$ cat config.mk
export PLATFORM = sky130hd
export DESIGN_NAME = ffl_cell
export DESIGN_NICKNAME = d
export VERILOG_FILES = /design/src/design/ffl_pkg.sv /design/src/design/ffl_cell.sv
export SDC_FILE = /design/constraint.sdc
export NUM_CORES = 1
export LEC_CHECK = 0
export BUFFER_PORTS_ARGS = -buffer_cell sky130_fd_sc_hd__buf_2
export CORE_MARGIN = 4
export CORE_UTILIZATION = 48
export CTS_CLUSTER_DIAMETER = 100
export CTS_CLUSTER_SIZE = 40
export DETAILED_ROUTE_END_ITERATION = 6
export HOLD_SLACK_MARGIN = 0.02
export PLACE_DENSITY = 0.85
export RECOVER_POWER = 50
export REMOVE_ABC_BUFFERS = 1
export SLEW_MARGIN = 20
export SYNTH_ARGS = -nofsm -noshare
export SYNTH_HDL_FRONTEND = slang
export SYNTH_SLANG_ARGS = --single-unit
$ cat constraint.sdc
create_clock -name clk -period 3.65 [get_ports clk]
set_input_delay 0.5475 -clock clk [delete_from_list [all_inputs] [get_ports clk]]
set_output_delay 0.5475 -clock clk [all_outputs]
set_load 0.05 [all_outputs]
$ cat src/design/ffl_pkg.sv
// Shared types and constants for the first-fit free list.
`default_nettype none

package ffl_pkg;

    // Default sizing
    localparam int DEF_NUM_SLOTS = 64;
    localparam int DEF_SIZE_BITS = 24;

    // Fixed port widths
    localparam int CMD_W      = 2;
    localparam int IDX_OUT_W  = 6;
    localparam int LINK_OUT_W = 7;
    localparam int SIZE_IN_W  = 24;

    // Broadcast write ports; a higher port number wins on the same slot and field
    localparam int WR_PORTS = 3;
    localparam int WP_A     = 0;
    localparam int WP_B     = 1;
    localparam int WP_C     = 2;

    typedef enum logic [CMD_W-1:0] {
        CMD_PUSH   = 2'd0,
        CMD_UNLINK = 2'd1,
        CMD_FIND   = 2'd2,
        CMD_QUERY  = 2'd3
    } cmd_t;

    // Flags of the token that runs down the cell row
    typedef struct packed {
        logic valid;
        logic is_find;
        logic done;
    } tok_ctl_t;

    // Flags of one broadcast write port
    typedef struct packed {
        logic en;
        logic set_next;
        logic set_prev;
        logic set_size;
    } wr_ctl_t;

endpackage

`default_nettype wire

$ cat src/design/ffl_cell.sv
// One slot cell: holds a slot's links and size, and forwards the search token.
`default_nettype none

module ffl_cell #(
    parameter int NUM_SLOTS = ffl_pkg::DEF_NUM_SLOTS,
    parameter int SIZE_BITS = ffl_pkg::DEF_SIZE_BITS,
    parameter int CELL_IDX  = 0,
    localparam int IDX_W    = $clog2(NUM_SLOTS),
    localparam int LINK_W   = $clog2(NUM_SLOTS + 1),
    localparam int CNT_W    = $clog2(NUM_SLOTS + 1)
) (
    input  logic                  clk,
    input  logic                  rst_n,
    // broadcast writes
    input  ffl_pkg::wr_ctl_t      wr_ctl  [ffl_pkg::WR_PORTS],
    input  logic [IDX_W-1:0]      wr_addr [ffl_pkg::WR_PORTS],
    input  logic [LINK_W-1:0]     wr_next [ffl_pkg::WR_PORTS],
    input  logic [LINK_W-1:0]     wr_prev [ffl_pkg::WR_PORTS],
    input  logic [SIZE_BITS-1:0]  wr_size,
    input  logic [SIZE_BITS-1:0]  want,
    // token from the previous cell
    input  ffl_pkg::tok_ctl_t     in_ctl,
    input  logic [LINK_W-1:0]     in_cur,
    input  logic [CNT_W-1:0]      in_steps,
    input  logic [LINK_W-1:0]     in_rdn,
    input  logic [LINK_W-1:0]     in_rdp,
    // token to the next cell
    output ffl_pkg::tok_ctl_t     out_ctl,
    output logic [LINK_W-1:0]     out_cur,
    output logic [CNT_W-1:0]      out_steps,
    output logic [LINK_W-1:0]     out_rdn,
    output logic [LINK_W-1:0]     out_rdp
);

    localparam logic [LINK_W-1:0] LINK_NONE = LINK_W'(NUM_SLOTS);
    localparam logic [LINK_W-1:0] MY_LINK   = LINK_W'(CELL_IDX);
    localparam logic [IDX_W-1:0]  MY_IDX    = IDX_W'(CELL_IDX);
    localparam logic [CNT_W-1:0]  STEP_MAX  = CNT_W'(NUM_SLOTS);

    logic [LINK_W-1:0]    next_link_reg, next_link_next;
    logic [LINK_W-1:0]    prev_link_reg, prev_link_next;
    logic [SIZE_BITS-1:0] slot_size_reg, slot_size_next;

    ffl_pkg::tok_ctl_t    tctl_reg, tctl_next;
    logic [LINK_W-1:0]    tcur_reg, tcur_next;
    logic [CNT_W-1:0]     tsteps_reg, tsteps_next;
    logic [LINK_W-1:0]    trdn_reg, trdn_next;
    logic [LINK_W-1:0]    trdp_reg, trdp_next;

    logic hit;

    // writes, later port wins
    always_comb
    begin
        next_link_next = next_link_reg;
        prev_link_next = prev_link_reg;
        slot_size_next = slot_size_reg;
        for (int k = 0; k < ffl_pkg::WR_PORTS; k++)
        begin
            if (wr_ctl[k].en && (wr_addr[k] == MY_IDX))
            begin
                if (wr_ctl[k].set_next)
                begin
                    next_link_next = wr_next[k];
                end
                if (wr_ctl[k].set_prev)
                begin
                    prev_link_next = wr_prev[k];
                end
                if (wr_ctl[k].set_size)
                begin
                    slot_size_next = wr_size;
                end
            end
        end
    end

    // token handling: act only when the token points at this slot
    assign hit = in_ctl.valid && !in_ctl.done && (in_cur == MY_LINK);

    always_comb
    begin
        tctl_next   = in_ctl;
        tcur_next   = in_cur;
        tsteps_next = in_steps;
        trdn_next   = in_rdn;
        trdp_next   = in_rdp;
        if (hit)
        begin
            if (in_ctl.is_find)
            begin
                if (in_steps < STEP_MAX)
                begin
                    if (slot_size_reg >= want)
                    begin
                        tctl_next.done = 1'b1;
                    end
                    else
                    begin
                        tcur_next   = next_link_reg;
                        tsteps_next = in_steps + CNT_W'(1);
                    end
                end
            end
            else
            begin
                trdn_next      = next_link_reg;
                trdp_next      = prev_link_reg;
                tctl_next.done = 1'b1;
            end
        end
    end

    always_ff @(posedge clk or negedge rst_n)
    begin
        if (!rst_n)
        begin
            next_link_reg <= LINK_NONE;
            prev_link_reg <= LINK_NONE;
            tctl_reg      <= '0;
        end
        else
        begin
            next_link_reg <= next_link_next;
            prev_link_reg <= prev_link_next;
            tctl_reg      <= tctl_next;
        end
    end

    always_ff @(posedge clk)
    begin
        slot_size_reg <= slot_size_next;
        tcur_reg      <= tcur_next;
        tsteps_reg    <= tsteps_next;
        trdn_reg      <= trdn_next;
        trdp_reg      <= trdp_next;
    end

    assign out_ctl   = tctl_reg;
    assign out_cur   = tcur_reg;
    assign out_steps = tsteps_reg;
    assign out_rdn   = trdn_reg;
    assign out_rdp   = trdp_reg;

endmodule

`default_nettype wire

Word-level counts from Yosys, hierarchy flattened --
Index checks and enable logic that the tools add are counted.
Operators by class: mux-type cells 34, reduce and logical (&&, ||, !) cells 10, $lt $le $gt $ge 2, add/subtract/negate cells 1
Operators with widths (number):
- 2-to-1 mux 7 bit | 24
- 2-to-1 mux 24 bit | 6
- greater-or-equal comparator 24 bit | 1
- zero test 6 bit | 3
- adder 7 x 1 -> 7 bit (second input constant) | 1
- zero test 7 bit | 1
- < comparator 7 bit (second input constant) | 1
- logical AND 1 bit | 5
- 2-to-1 mux 1 bit | 4
- zero test 1 bit | 1
Storage, ports and cells: input port bits 153, register bits 69

Depth between registers and ports, before layout --
depth in word-level cells 7, depth in mapped cells 8, mapped depth without buffers 7

Least setup slack after synthesis --
OpenSTA, ideal clock, no wires.
path type input to register, start in in_cur[1], end reg tsteps_reg[1], in the netlist out_steps[1], data required time 3.529 ns, arrival 2.688 ns, stages 5, library setup time 0.121 ns, path slack 0.840 ns, path through or4_4 -> or4_4 -> or3b_4 -> a2111oi_4 -> mux2_4
Between the ends: word-level cells in the longest chain between the ends 3
RTL lines:
- start: declaration | RTL line ffl_cell.sv:23 | input logic [LINK_W-1:0] in_cur,
- zero test 7 bit | RTL line ffl_cell.sv:79 | assign hit = in_ctl.valid && !in_ctl.done && (in_cur == MY_LINK);
- logical AND 1 bit | RTL line ffl_cell.sv:79
- 2-to-1 mux 7 bit | RTL line ffl_cell.sv:88 | if (hit)
- named net tsteps_next[1] | RTL line ffl_cell.sv:46 | logic [CNT_W-1:0] tsteps_reg, tsteps_next;
- end signal: assignment | RTL line ffl_cell.sv:134 | tsteps_reg <= tsteps_next;
- end: declaration | RTL line ffl_cell.sv:46
The timed path passes the listed nets, and every way through them passes these cells.

Worst setup path in the final report --
start in in_cur[1], end reg trdp_reg[2], in the netlist out_rdp[2]
Between the ends: word-level cells in the longest chain between the ends 3
RTL lines:
- zero test 7 bit | RTL line ffl_cell.sv:79
- logical AND 1 bit | RTL line ffl_cell.sv:79
- 2-to-1 mux 7 bit | RTL line ffl_cell.sv:88
- named net trdp_next[2] | RTL line ffl_cell.sv:48 | logic [LINK_W-1:0] trdp_reg, trdp_next;
- end signal: assignment | RTL line ffl_cell.sv:136 | trdp_reg <= trdp_next;
- end: declaration | RTL line ffl_cell.sv:48
The timed path passes the listed nets, and every way through them passes these cells.

==> impl_metrics.csv <==
group,metric,value,unit
route,ant_nets,0,
layout,fin_util,0.6709,
clock_network,h-tree-depth,3,
setup_path,crit_path_cell_trace,"buf_2, or4_1, or4_1, or2_0, mux2_2",
setup_path,cp.required,3860,ps
clock_network,clock_latency,340,ps
place,gp_congestion,0.8120,
clock_network,post_cts_resized,0,
global_routing,gr-usage-all-layers,0.2150,
setup_path,cp.buffers_inverters,1,
route,drcViolationCount,0,
global_routing,grt_overflow,0,
clock_network,cts.sinks,69,
timing,maxSlewViolCount,0,
synthesis,synth.top_cell.area_share,0.3093,
run_status,outcome,"complete, no violations",
hold_path,hold_path_class,"in2async",
setup_path,critPathKind,"in2reg",
timing,setup_violations,0,
layout,largest_register_ffs,24,
route,drt-total-wl,9.082,mm
timing,rsz0062_at_grt,"no",
floorplanning,die_area,8415,µm²
layout,layout_commonest_cell,"buf_2",
place,dpl.hpwl,7.498,mm
timing,final.period_utilization,0.7402,
floorplanning,start_util,0.4954,
route,vias_per_cell,4.951,
floorplanning,core,6794,µm²
setup_path,r2r_cells,8,
synthesis,synth_top_area_cell,"dfxtp_1",
clock_network,cts_tree,"done",
floorplanning,num_rows,30,
timing,hold_violations,0,
setup_path,arrival,2920,ps
clock_network,clk_pin_slew,80,ps
layout,fillers,561,
timing,fmax,0.3701,GHz
layout,final_cell_mix,"buf_2, mux2_2, dfxtp_1",
global_routing,antenna_found_initial,0,
timing,skew,14.65,ps
setup_path,endpoint_kind,"flip-flop",
run,maxCapViolations,0,
global_routing,grt_pass1_vias,3216,
route,drtIter0Drc,44,
global_routing,grt_max_degree,25,
place,io_buffers,183,
floorplanning,die_w,91.74,µm
place,pre_cts_ws,720.4,ps
synthesis,netlist_instances,305,
synthesis,synth.cell_area,3366,µm²
setup_path,crit_family,"simple AND/OR/NAND/NOR gates",
setup_path,cp_slowest_cell,"or2_0",
layout,drive_gt1_frac,0.4729,
pwr,leakage,2.365,nW
setup_path,critPathMaxStageDelay,680,ps
timing,finalCriticalPeriod,2702,ps
synthesis,synthFlopType,"dfxtp_1",
synthesis,yosysSeqAreaShare,0.4364,
clock_network,cts_max_path_buffers,2,
pwr,power.total,2.064,mW
setup_path,cp_num_cells,5,
clock_network,cts_buffers,9,
timing,final.setup.tns,0,ps
pwr,power_density,452.7,nW/µm²
synthesis,synthArstFlopShare,0.2464,
layout,antenna_cells,0,
synthesis,synth_edf_count,0,
timing,slew_headroom,0.1572,
clock_network,post_cts_buffers,0,
route,vias,2946,
layout,area_delta_synth_final,35.43,%
floorplanning,io_pins,184,
timing,layout_setup_ws,948.3,ps
clock_network,ctsHoldBuffers,0,
synthesis,ys_seq_elements,69,
setup_path,cp_max_fo,15,
route,dr.pass1.iters,4,
synthesis,synth_cell_types,45,
setup_path,cp-start-kind,"input port",
route,post_drt_wl_per_cell,15.26,µm
pwr,peakVddDrop,0.2634,mV
synthesis,yosys_warnings,0,
synthesis,syn-mean-instance-area,11.04,µm²
global_routing,grt_pass1_wl,14.30,mm
setup_path,cpMostUsedCell,"or4_1",
floorplanning,die_height,91.74,µm
synthesis,yosys-top-cells-area,"dfxtp_1, mux2_2, dfrtp_1",
clock_network,cts-root-buf,"clkbuf_8",
timing,tightest_slew,1264,ps
layout,nets,672,
==> synth_stat cells (3+ instances only) <==
cell,count
xor2_1,5
o21a_1,3
nor2_1,16
dfxtp_1,52
a2111oi_0,5
inv_1,26
mux2_2,52
nand3_1,9
clkbuf_1,5
nor4_1,3
a21oi_1,20
nand2_1,8
mux2i_1,14
nand4_1,5
a21o_2,7
dfrtp_1,15
nor3_1,3
ha_1,25
==> report_power, final <==
part,leakage (nW),total [mW],internal (mW),switching [mW]
sequential,0.645,0.934,0.872,0.0624
combinational,1.61,0.463,0.234,0.229
clock,0.105,0.666,0.374,0.292
total,2.36,2.06,1.48,0.584
==> cell type report <==
class / count / area, µm² / share of cell area
clock buffer: 12 / 165.2 / 0.03623
clock inverter: 4 / 53.80 / 0.01180
inverter: 26 / 97.59 / 0.02141
multi-input combinational: 203 / 1764 / 0.3870
sequential: 69 / 1469 / 0.3223
tap: 96 / 120.1 / 0.02635
timing repair buffer: 185 / 888.4 / 0.1949
==> cells by family (layout without fill, tap and decap cells) <==
family	count (synthesis)	count (layout)	share of synthesized area
flops	69	69	0.4364
mux	67	67	0.2201
simple gates	58	58	0.09555
compound gates	48	48	0.1048
buf+inv	33	227	0.03717
fa+ha+maj	25	25	0.09294
xor+xnor	5	5	0.01301
==> per-stage QoR <==
step | cell area, µm² | cells | hold slack (ps)
floorplan | 3338 | 298 | 251.9
global placement | 4389 | 579 | 468.0
detailed placement | 4389 | 579 | 476.2
CTS | 4608 | 595 | 128.4
global route | 4558 | 595 | 356.1
finish | 4558 | 595 | 338.8
==> worst paths after layout <==
kind,to,slack [ps],from
max,out_rdp[2],950,in_cur[1]
min,prev_link_reg[1],340,rst_n
max reg2reg,out_steps[1],1270,slot_size_reg[0]
min reg2reg,slot_size_reg[0],490,slot_size_reg[0]
max in group asynchronous,prev_link_reg[3],2710,rst_n
min in group clk,out_ctl[2],360,in_ctl[2]
==> per-layer routing <==
metal	GRT usage	vias up	routed length, µm
li1	-	1483	-
met1	0.2138	1326	3260
met2	0.4102	121	4858
met3	0.06481	16	763
met4	0.08911	0	199
met5	0	-	0
Note: power is estimated with default switching activity, not from simulation.
